[config.mk]
export PLATFORM = sky130hd
export DESIGN_NAME = dofifo_ctrl
export DESIGN_NICKNAME = d
export VERILOG_FILES = /design/src/rtl/dofifo_pkg.sv /design/src/rtl/dofifo_ctrl.sv
export VERILOG_INCLUDE_DIRS = /design/src /design/src/rtl
export SDC_FILE = /design/constraint.sdc
export NUM_CORES = 1
export LEC_CHECK = 0
export ABC_CLOCK_PERIOD_IN_PS = 4300
export BUFFER_PORTS_ARGS = -buffer_cell sky130_fd_sc_hd__buf_2
export CAP_MARGIN = 5
export CORE_UTILIZATION = 40
export DETAILED_ROUTE_END_ITERATION = 7
export SLEW_MARGIN = 0
export SYNTH_ARGS = -nofsm -noshare
export SYNTH_HDL_FRONTEND = slang
export SYNTH_SLANG_ARGS = --single-unit
[constraint.sdc]
create_clock -name clock -period 4.3 [get_ports clock]
set_input_delay 0.215 -clock clock [delete_from_list [all_inputs] [get_ports clock]]
set_output_delay 0.215 -clock clock [all_outputs]
set_load 0.05 [all_outputs]
[src/rtl/drop_oldest_event_fifo_macros.svh]
// ---------------------------------------------------------------------------
// Assertion macros for the drop-oldest event queue
// Clocked assertions, with and without a reset that disables them.
// ---------------------------------------------------------------------------
`ifndef DROP_OLDEST_EVENT_FIFO_MACROS_SVH
`define DROP_OLDEST_EVENT_FIFO_MACROS_SVH

`ifndef SYNTHESIS
`define DOF_ASSERT(label, clk, rst, prop, msg) \
   label: assert property (@(posedge clk) disable iff (rst) prop) else $error(msg);
`define DOF_ASSERT_NR(label, clk, prop, msg) \
   label: assert property (@(posedge clk) prop) else $error(msg);
`else
`define DOF_ASSERT(label, clk, rst, prop, msg)
`define DOF_ASSERT_NR(label, clk, prop, msg)
`endif

`endif

[src/rtl/dofifo_pkg.sv]
// ---------------------------------------------------------------------------
// dofifo_pkg
// Constants, codes and shared types of the drop-oldest event queue.
// ---------------------------------------------------------------------------
`default_nettype none

package dofifo_pkg;

   localparam int DEPTH         = 1024;
   localparam int PAYLOAD_WIDTH = 32;
   localparam int DRAIN_LIMIT   = 64;

   localparam int PTR_W   = $clog2(DEPTH);
   localparam int CNT_W   = $clog2(DEPTH + 1);
   localparam int STORE_W = (PAYLOAD_WIDTH < 32) ? PAYLOAD_WIDTH : 32;
   localparam int SEQ_W   = 64;
   localparam int ENTRY_W = STORE_W + SEQ_W;

   localparam logic [1:0] FN_PUBLISH = 2'd0;
   localparam logic [1:0] FN_DRAIN   = 2'd1;
   localparam logic [1:0] FN_CLEAR   = 2'd2;
   localparam logic [1:0] FN_STATUS  = 2'd3;

   localparam logic KIND_EVENT  = 1'b0;
   localparam logic KIND_STATUS = 1'b1;

   typedef logic [PTR_W-1:0] ptr_type;
   typedef logic [CNT_W-1:0] cnt_type;

   typedef struct packed {
      logic                 wr_en;
      ptr_type              wr_addr;
      logic [ENTRY_W-1:0]   wr_data;
      logic                 rd_en;
      ptr_type              rd_addr;
   } mem_req_type;

   typedef struct packed {
      logic        valid;
      logic        kind;
      logic        last;
      logic [10:0] pending;
      logic [63:0] dropped;
   } rsp_side_type;

   function automatic ptr_type advance(input ptr_type p);
      if (p == PTR_W'(DEPTH - 1)) begin
         return '0;
      end
      return p + PTR_W'(1);
   endfunction

   function automatic logic [10:0] pending_field(input cnt_type c);
      logic [31:0] wide;
      wide = 32'(c);
      return wide[10:0];
   endfunction

endpackage

`default_nettype wire

[src/rtl/dofifo_ctrl.sv]
// ---------------------------------------------------------------------------
// dofifo_ctrl
// Pointers, counters and drain sequencer; issues store reads and writes.
// ---------------------------------------------------------------------------
`default_nettype none
`include "drop_oldest_event_fifo_macros.svh"

module dofifo_ctrl (
   input  wire logic                    clock,
   input  wire logic                    reset,
   input  wire logic                    start,
   output      logic                    busy,
   input  wire logic [1:0]              req_func,
   input  wire logic [31:0]             req_payload,
   input  wire logic [6:0]              req_drain_max,
   output      dofifo_pkg::mem_req_type mem_req,
   output      dofifo_pkg::rsp_side_type rsp_side
);
   import dofifo_pkg::*;

   localparam logic [0:0] ST_IDLE  = 1'b0;
   localparam logic [0:0] ST_DRAIN = 1'b1;

   logic [0:0]   state_ff, state_in;
   ptr_type      head_ff, head_in;
   ptr_type      tail_ff, tail_in;
   cnt_type      cnt_ff, cnt_in;
   logic [63:0]  seq_ff, seq_in;
   logic [63:0]  drop_ff, drop_in;
   logic [6:0]   rem_ff, rem_in;
   rsp_side_type rsp_ff, rsp_in;

   logic         accept;
   logic [6:0]   want;
   logic [6:0]   take_n;
   logic [31:0]  cnt_wide;

   assign busy     = (state_ff != ST_IDLE);
   assign accept   = start && !busy;
   assign rsp_side = rsp_ff;

   always_comb begin
      state_in = state_ff;
      head_in  = head_ff;
      tail_in  = tail_ff;
      cnt_in   = cnt_ff;
      seq_in   = seq_ff;
      drop_in  = drop_ff;
      rem_in   = rem_ff;
      rsp_in   = '0;
      mem_req  = '0;
      cnt_wide = 32'(cnt_ff);
      want     = (req_drain_max > 7'(DRAIN_LIMIT)) ? 7'(DRAIN_LIMIT) : req_drain_max;
      take_n   = (32'(want) > cnt_wide) ? cnt_wide[6:0] : want;

      if (accept) begin
         case (req_func)
            FN_PUBLISH: begin
               seq_in          = seq_ff + 64'd1;
               mem_req.wr_en   = 1'b1;
               mem_req.wr_addr = tail_ff;
               mem_req.wr_data = {req_payload[STORE_W-1:0], seq_in};
               tail_in         = advance(tail_ff);
               // full: drop the oldest entry, count stays at depth
               if (cnt_ff == CNT_W'(DEPTH)) begin
                  drop_in = drop_ff + 64'd1;
                  head_in = advance(head_ff);
               end else begin
                  cnt_in = cnt_ff + CNT_W'(1);
               end
            end
            FN_DRAIN: begin
               rem_in = take_n;
               if (take_n != 7'd0) begin
                  state_in = ST_DRAIN;
               end
            end
            FN_CLEAR: begin
               head_in = '0;
               tail_in = '0;
               cnt_in  = '0;
               drop_in = '0;
            end
            default: begin
               rsp_in.valid   = 1'b1;
               rsp_in.kind    = KIND_STATUS;
               rsp_in.last    = 1'b1;
               rsp_in.pending = pending_field(cnt_ff);
               rsp_in.dropped = drop_ff;
            end
         endcase
      end else if (state_ff == ST_DRAIN) begin
         // read the head entry; its data lands with the registered response
         mem_req.rd_en   = 1'b1;
         mem_req.rd_addr = head_ff;
         head_in         = advance(head_ff);
         cnt_in          = cnt_ff - CNT_W'(1);
         rem_in          = rem_ff - 7'd1;
         rsp_in.valid    = 1'b1;
         rsp_in.kind     = KIND_EVENT;
         rsp_in.last     = (rem_ff == 7'd1);
         rsp_in.pending  = pending_field(cnt_in);
         rsp_in.dropped  = drop_ff;
         if (rem_ff == 7'd1) begin
            state_in = ST_IDLE;
         end
      end
   end

   always_ff @(posedge clock) begin
      if (reset) begin
         state_ff     <= ST_IDLE;
         head_ff      <= '0;
         tail_ff      <= '0;
         cnt_ff       <= '0;
         seq_ff       <= '0;
         drop_ff      <= '0;
         rem_ff       <= '0;
         rsp_ff.valid <= 1'b0;
      end else begin
         state_ff     <= state_in;
         head_ff      <= head_in;
         tail_ff      <= tail_in;
         cnt_ff       <= cnt_in;
         seq_ff       <= seq_in;
         drop_ff      <= drop_in;
         rem_ff       <= rem_in;
         rsp_ff.valid <= rsp_in.valid;
      end
   end

   always_ff @(posedge clock) begin
      rsp_ff.kind    <= rsp_in.kind;
      rsp_ff.last    <= rsp_in.last;
      rsp_ff.pending <= rsp_in.pending;
      rsp_ff.dropped <= rsp_in.dropped;
   end

   `DOF_ASSERT(a_ptr_meet, clock, reset, (cnt_ff == '0 || cnt_ff == CNT_W'(DEPTH)) |-> (head_ff == tail_ff), "pointers disagree with count")
   `DOF_ASSERT(a_drain_nonempty, clock, reset, (state_ff == ST_DRAIN) |-> (rem_ff != 7'd0 && cnt_ff != '0), "drain runs past the queue")
   `DOF_ASSERT(a_event_from_drain, clock, reset, (rsp_ff.valid && rsp_ff.kind == KIND_EVENT) |-> $past(state_ff == ST_DRAIN), "event result without a drain read")
   `DOF_ASSERT(a_drain_end_last, clock, reset, $fell(busy) |-> (rsp_ff.valid && rsp_ff.last), "drain ended without a last result")

endmodule

`default_nettype wire

# Word-level counts from Yosys, hierarchy flattened

Cells that the tools add are included.

Bits in registers: 245
Bits of input ports: 44
Word-level logic and storage cells: 89

Add/subtract/negate cells: 7
$lt $le $gt $ge: 2
Eq/ne operators: 12
Mux-type cells: 42
Reduce and logical (&&, ||, !) cells: 14

Operator list:

| kind                                                                   | count |
|---|---|
| 78-bit 2-to-1 mux                                                      | 3 |
| 107-bit 2-to-1 mux                                                     | 2 |
| 64-bit by 1-bit adder with 64-bit output (second input constant)       | 2 |
| 64-bit one-hot mux with 2 select lines                                 | 1 |
| 10-bit 2-to-1 mux                                                      | 8 |
| 64-bit 2-to-1 mux                                                      | 1 |
| 11-bit 2-to-1 mux                                                      | 5 |
| 10-bit one-hot mux with 2 select lines                                 | 2 |
| 7-bit 2-to-1 mux                                                       | 5 |
| 11-bit one-hot mux with 2 select lines                                 | 1 |
| 10-bit by 1-bit adder with 10-bit output (second input constant)       | 2 |
| 10-bit equality test (second input constant)                           | 2 |
| 1-bit 2-to-1 mux                                                       | 14 |
| 11-bit by 1-bit adder with 11-bit output (second input constant)       | 1 |
| 11-bit equality test (second input constant)                           | 1 |
| 7-bit by 11-bit greater-than comparator with 1-bit output              | 1 |
| 11-bit by 1-bit subtractor with 11-bit output (second input constant)  | 1 |
| 3-bit AND reduction                                                    | 3 |
| 2-bit AND reduction                                                    | 4 |
| 7-bit by 1-bit equality test with 1-bit output (second input constant) | 1 |
| 7-bit greater-than comparator (second input constant)                  | 1 |
| 7-bit nonzero test                                                     | 1 |
| 7-bit by 1-bit subtractor with 7-bit output (second input constant)    | 1 |
| 3-bit != test (second input constant)                                  | 2 |
| other kinds (10)                                                       | 12 |

# Logic depth before layout (Yosys ltp)

Gate-level depths: netlist of the first run.

Depth after elaboration: 9
Mapped depth: 9

# Worst setup path after synthesis of the first run

Ideal clock, no wire load.

Kind: register to output
From: register state_ff (netlist: busy)
To: output port mem_req[67] (netlist bit)
Arrival time: 2967 ps
Data required time: 4085 ps
Setup slack: 1118 ps
Cell stages (with the launch flop): 7
Buffers on the path: 4
Cell sequence: dfxtp_1 > or4b_1 > clkbuf_1 > clkbuf_1 > clkbuf_1 > clkbuf_1 > a211oi_1

RTL lines:

| element                | line               | RTL |
|---|---|---|
| from (decl)            | dofifo_ctrl.sv:24  | `logic [0:0] state_ff, state_in;` |
| from (signal assigned) | dofifo_ctrl.sv:121 | `state_ff <= state_in;` |
| to (decl)              | dofifo_ctrl.sv:16  | `output dofifo_pkg::mem_req_type mem_req,` |

==> impl_results.md, run 1 <==
- Dpl cell area: 14,500 um^2
- Fmax: 0.263 GHz
- GRT Total Usage: 0.216
- # H-tree levels: 1
- Worst Setup EP: mem_req[68]
- Row cnt: 65
- Hold_buf cts: 0
- Reg2Reg Setup Slack: ~1.1 ns
- Wirelength per Cell: 16.3 um
- Setup TNS: 0 ns
- Startpoint type of the worst setup path: flop
- Reg clk slew, reported paths: ~0.060 ns
- Largest area contributor in the netlist: dfxtp_1
- XOR/XNOR share of the synthesized area: 0.0539
- Initial antenna violation count: 2
- Max-slew violation count: 0
- Largest family of logic cells by synthesized area: simple AND/OR/NAND/NOR gates
- Fin crit share: 0.883
- Count of cell types in the netlist: 72
- RSZ-0062 raised after global routing: false
- Final instance area: roughly 16,000 um^2
- Crit path max fanout: 10
- Skew-Pair Late Insertion Delay: between 0.5 and 0.6 ns
- Synth area leaders: dfxtp_1 38%, a21oi_1 4.8%, nor2_1 4.8%, nor2b_1 3.6%, nand4_1 3.5%
- IO Port Bufs: between 200 and 250
- Worst path arrival time: between 3 and 4 ns
- Post-Synth Simple-Gate Area: 0.335
- Yosys reg bits: ~250
- Fin cells: around 2,300
- Clock buffer depth: 3
- Tmin final: around 3.8 ns
- Num CTS Buffers: 28
- Pre-antenna DRT Iters: 5
- Status: complete, no violations
- Vias: about 13,000
- Layout cell share with drive strength beyond 1: 0.190
- RR Startpoint: seq_ff[10]$_SDFFE_PP0P_
- FILL cells: between 3,000 and 4,000
- Mapped Area: approximately 13,000 um^2
- Net count after synthesis: about 1,700
- WL final: around 37,000 um
- Placer Congestion: a little under 0.9
- Maximum VDD drop: 0.000300 V
- # IOs: roughly 240
- Die area: approximately 33,000 um^2
- Die Width: ~180 um
- Mux share of post-synthesis cell area: 0.0172
- Post-CTS Setup Bufs: 0
- Vias in the first global route: about 12,000
- YS warnings: 0
- Total gr overflow: 0
- Root buf cell: clkbuf_16
- Hpwl dp: 25,900 um
- Largest net degree at the start of global routing: 68
- Layout area overhead: 19.5%
- Compound-cell area share of the yosys netlist: 0.159
- Register area share after synthesis: 0.377
- Synthesized area per cell: around 8.0 um^2
- CP Data Required Time: just over 4 ns
- Cells after synthesis: between 1,500 and 2,000
- Post-synthesis adder-cell area fraction: 0.0154
- Synth top cells by count: 245 x dfxtp_1, 166 x nor2_1, 125 x a21oi_1, 107 x nand2_1, 97 x clkbuf_1
- Drt via density: ~5.7
- Ys flop type: dfxtp_1
- Setup violators final: 0
- Die height: between 150 and 200 um
- Pwr/cell area: approximately 350 nW/um^2
- P_leak: ~0.0057 uW
- Worst slew pin tran: 0.974 ns
- Placed insts: roughly 2,200
- Setup crit start: seq_ff[10]$_SDFFE_PP0P_
- R2R cell count: 6
- Fin. Hold Viols: 0
- Clock sink count: about 250
- Worst slew margin relative to its limit: 0.344
- Hold Path Class: in2reg
- Initial Util: 0.409
- First-pass GRT wire length: between 50,000 and 60,000 um
- Number of flops mapped to enable cells by yosys: 0
- Share of the synthesized area in the top cell type: 0.377
- Post-route setup slack: about 0.50 ns
- Fin nets: roughly 1,900
- TritonCTS clock tree: built
- Crit end category: output pin
- # DRC: 0
- Clock Skew: approximately 0.021 ns
- DP Worst Slack: around 1.1 ns
- PostCTS Resize Cnt: 0
- DRT antenna net count: 0
- Async SR Flop Fraction: 0
- Core Region: 31,800 um^2
- FF-to-FF End: seq_ff[41]$_SDFFE_PP0P_
- Most frequent cell after synthesis: dfxtp_1
- Maxcap violations: 0
- CP Class: reg2out
- DRT iter0 DRCs: roughly 1,100
logic make-up (layout without fill, tap and decap cells):
logic type | count (synthesis) | count (layout)
xor gates and xnor gates | 80 | 80
DFF | 245 | 245
and+or+nand+nor | 794 | 794
muxes | 21 | 21
adders and majority gates | 16 | 16
other | 0 | 2
buffers and inverters | 143 | 347
AOI/OAI and AO/OA | 335 | 335
power breakdown:
part | switching (uW) | internal [uW]
sequential | 43.0 | 2300
combinational | 358 | 163
clock | 987 | 1630
placed cells by master (no fill, tap or decap), drive strengths merged, types with 4 or more instances in the layout:
master   instances
mux2i           10
o22ai            7
and4            15
inv             35
a211oi           8
bufinv           5
dfxtp          245
or3             54
o32ai            5
nor4            33
or4             58
a21oi          125
clkbuf          37
clkinv           9
and3            23
xor2            42
nand3           63
mux2            11
o31a             6
o31ai           36
o211ai          23
nor3            37
nor2b           74
o21ai           79
nor4b            4
nor2           166
buf            260
ha              16
nand4           73
nand2          107
or2             10
o21a             6
o2111ai          8
xnor2           38
a31oi            6
nor3b            5
and2            58
registers in the layout (all words and copies together) (netlist names):
name	cells
tail_ff	10
drop_ff	64
cnt_ff	11
head_ff	10
seq_ff	64
busy	1
rsp_side	78
rem_ff	7
critical path: stages, from the launching register on:
cell	delay, ns
dfxtp_1	0.48
nand4_1	0.33
nor4_2	0.70
nand4_1	0.57
or4_1	0.57
nand2_1	0.12
buf_2	0.27
routing by layer:
| metal | wire length, um | global-route usage | up-vias |
|---|---|---|---|
| met1 | 17200 | 0.293 | 6127 |
| met3 | 2270 | 0.0301 | 69 |
| li1 | - | - | 6316 |
| met2 | 16700 | 0.358 | 457 |
| met5 | 17 | 0 | - |
| met4 | 902 | 0.0592 | 2 |
cell type report:
class	count	area [um^2]	share of cell area
clock buffer	37	815	0.0524
inverter	35	131	0.00845
tap	435	544	0.0350
multi-input combinational	1246	7570	0.487
timing repair buffer	260	1350	0.0871
antenna	2	5.00	0.000322
clock inverter	15	218	0.0140
sequential	245	4900	0.316
stage by stage:
step,hold slack [ns],power [uW],util
5_1_grt,0.161,5680,0.489
3_3_place_gp,0.465,2910,0.456
2_1_floorplan,0.385,2770,-
6_report,0.126,5480,0.489
3_5_place_dp,0.473,2910,0.456
4_1_cts,0.0836,5540,0.489
worst min path at each step:
| stage | startpoint | cells after the start | to | slack, ns |
|---|---|---|---|---|
| 4_1_cts | req_drain_max[6] | 3 | rem_ff[6]$_SDFFE_PP0P_ | 0.08 |
| 3_5_place_dp | drop_ff[63]$_SDFFE_PP0P_ | 1 | rsp_side[63]$_DFF_P_ | 0.47 |
| 2_1_floorplan | req_drain_max[6] | 2 | rem_ff[6]$_SDFFE_PP0P_ | 0.39 |
| 6_report | req_drain_max[6] | 3 | rem_ff[6]$_SDFFE_PP0P_ | 0.13 |
| 5_1_grt | req_drain_max[6] | 3 | rem_ff[6]$_SDFFE_PP0P_ | 0.16 |
| 3_3_place_gp | seq_ff[63]$_SDFFE_PP0P_ | 2 | seq_ff[63]$_SDFFE_PP0P_ | 0.47 |
No activity file was read; power rests on OpenSTA's default activity.
==> run 2, diff against run 1 <==
Settings changed: GPL_ROUTABILITY_DRIVEN from default to 0, RECOVER_POWER from default to 100.
==> impl_results.md, run 2 (same netlist as run 1, synthesis figures left out) <==
- Total gr overflow: 0
- Wirelength per Cell: 16.3 um
- Fin. Hold Viols: 0
- # IOs: 241
- Clock Skew: just over 0.02 ns
- Sequential Power Share: 0.428
- Startpoint type of the worst setup path: flop
- Setup TNS: 0 ns
- Initial antenna violation count: 2
- Fin nets: between 1,500 and 2,000
- Max reg flops: ~80
- P_leak: around 0.0049 uW
- Hold path start: req_drain_max[6]
- Maximum VDD drop: roughly 0.0003 V
- Setup violators final: 0
- Crit end category: output pin
- Largest net degree at the start of global routing: 68
- Skew-Pair Late Insertion Delay: ~0.55 ns
- Post-CTS Setup Bufs: 0
- Vias: between 10,000 and 15,000
- IO Port Bufs: 240
- Fin crit share: 0.928
- Hold Path Class: in2reg
- Reg2Reg Setup Slack: between 0.5 and 0.6 ns
- DRT iter0 DRCs: 986
- RR Startpoint: busy$_SDFFE_PP0P_
- Placed insts: ~2,200
- Failing checks: capacitance limit, slew limit
- Pre-antenna DRT Iters: 5
- Die area: 33,200 um^2
- Die Width: roughly 180 um
- Die height: 182 um
- R2R cell count: 6
- First-pass GRT wire length: about 60,000 um
- Clock sink count: between 200 and 250
- Psw: ~1400 uW
- PostCTS Resize Cnt: 0
- Hold Path Depth: 3
- CP Data Required Time: just over 4 ns
- Core Region: about 32,000 um^2
- Reg clk slew, reported paths: roughly 0.06 ns
- Hpwl dp: approximately 26,000 um
- RSZ-0062 raised after global routing: false
- Most frequent cells in the layout: 245 x dfxtp_1, 194 x clkbuf_1, 165 x nor2_1, 125 x a21oi_1, 107 x nand2_1
- # DRC: 0
- Layout area overhead: 17.5%
- Worst slew pin tran: 1.72 ns
- Clock buffer depth: 3
- Worst path arrival time: ~3.8 ns
- Root buf cell: clkbuf_16
- Comb pwr share: 0.094
- Max-slew violation count: 41
- Row cnt: 65
- P_int: 4090 uW
- Crit path max fanout: 9
- Hold EP: rem_ff[6]$_SDFFE_PP0P_
- Drt via density: 5.70
- Maxcap violations: 1
- Fin cells: between 2,000 and 2,500
- Most common cell after layout, fill and taps aside: dfxtp_1
- Initial Util: 0.409
- Clock power frac: 0.478
- Net Sw Frac: 0.254
- Fmax: between 0.2 and 0.3 GHz
- FF-to-FF End: drop_ff[61]$_SDFFE_PP0P_
- WL final: around 37,000 um
- Layout cell share with drive strength beyond 1: 0.0832
- Hold_buf cts: 0
- TritonCTS clock tree: built
- CP Class: reg2out
- Pwr/cell area: approximately 360 nW/um^2
- DRT antenna net count: 0
- GRT Total Usage: 0.216
- Worst slew margin relative to its limit: -0.148
- Tmin final: ~4.0 ns
- Vias in the first global route: between 10,000 and 15,000
- # H-tree levels: 1
- Status: finished with violations
- Num CTS Buffers: 28
==> run 2: critical path, stage by stage (launching register included) <==
cell and delay, ns:
dfxtp_1 0.48, nand4_1 0.33, nor2_1 0.62, nand3_1 0.49
or4_1 0.59, a21oi_1 0.22, clkbuf_1 0.50
==> run 2: layer usage <==
metal	global-route usage	routed length, um	part of all wire	vias to the layer above
met5	0	17	0.00046	-
met4	0.0592	803	0.022	2
met3	0.0301	2160	0.058	57
met2	0.358	16800	0.45	426
met1	0.293	17300	0.47	6155
li1	-	-	-	6326
==> run 2: area by class of cell <==
type / count / area [um^2]
inverters: 35 / 131
clock buffers: 37 / 815
fillers: 3326 / 16500
clock inverters: 15 / 218
flip-flops and latches: 245 / 4900
multi-input cells: 1246 / 7560
diodes: 2 / 5.00
repair buffers: 260 / 1090
well taps: 435 / 544
==> run 2: stage by stage <==
| step | total power (uW) | cell area (um^2) | util | hold WS, ns | worst slack (ns) |
|---|---|---|---|---|---|
| 4_1_cts | 5540 | 15500 | 0.489 | 0.0836 | 0.559 |
| 3_3_place_gp | 2910 | 14500 | 0.456 | 0.465 | 1.21 |
| 2_1_floorplan | 2770 | 13000 | - | 0.385 | 1.12 |
| 6_report | 5480 | 15300 | 0.480 | 0.118 | 0.309 |
| 5_1_grt | 5680 | 15300 | 0.480 | 0.161 | 0.132 |
| 3_5_place_dp | 2910 | 14500 | 0.456 | 0.473 | 1.13 |
==> run 2: worst max path at each step <==
stage,end,from,cells after the start,slack [ns]
2_1_floorplan,mem_req[67],busy$_SDFFE_PP0P_,6,1.12
3_3_place_gp,mem_req[68],seq_ff[10]$_SDFFE_PP0P_,6,1.21
3_5_place_dp,mem_req[68],seq_ff[10]$_SDFFE_PP0P_,6,1.13
4_1_cts,mem_req[68],seq_ff[10]$_SDFFE_PP0P_,6,0.56
5_1_grt,mem_req[36],seq_ff[10]$_SDFFE_PP0P_,7,0.13
6_report,mem_req[65],seq_ff[10]$_SDFFE_PP0P_,6,0.31
==> run 2: power by group through the flow <==
stage,Combinational (uW),Clock (uW),Sequential (uW)
6_report,514,2620,2350
4_1_cts,522,2680,2340
5_1_grt,564,2760,2350
3_3_place_gp,513,0,2390
3_5_place_dp,520,0,2390
2_1_floorplan,362,0,2410
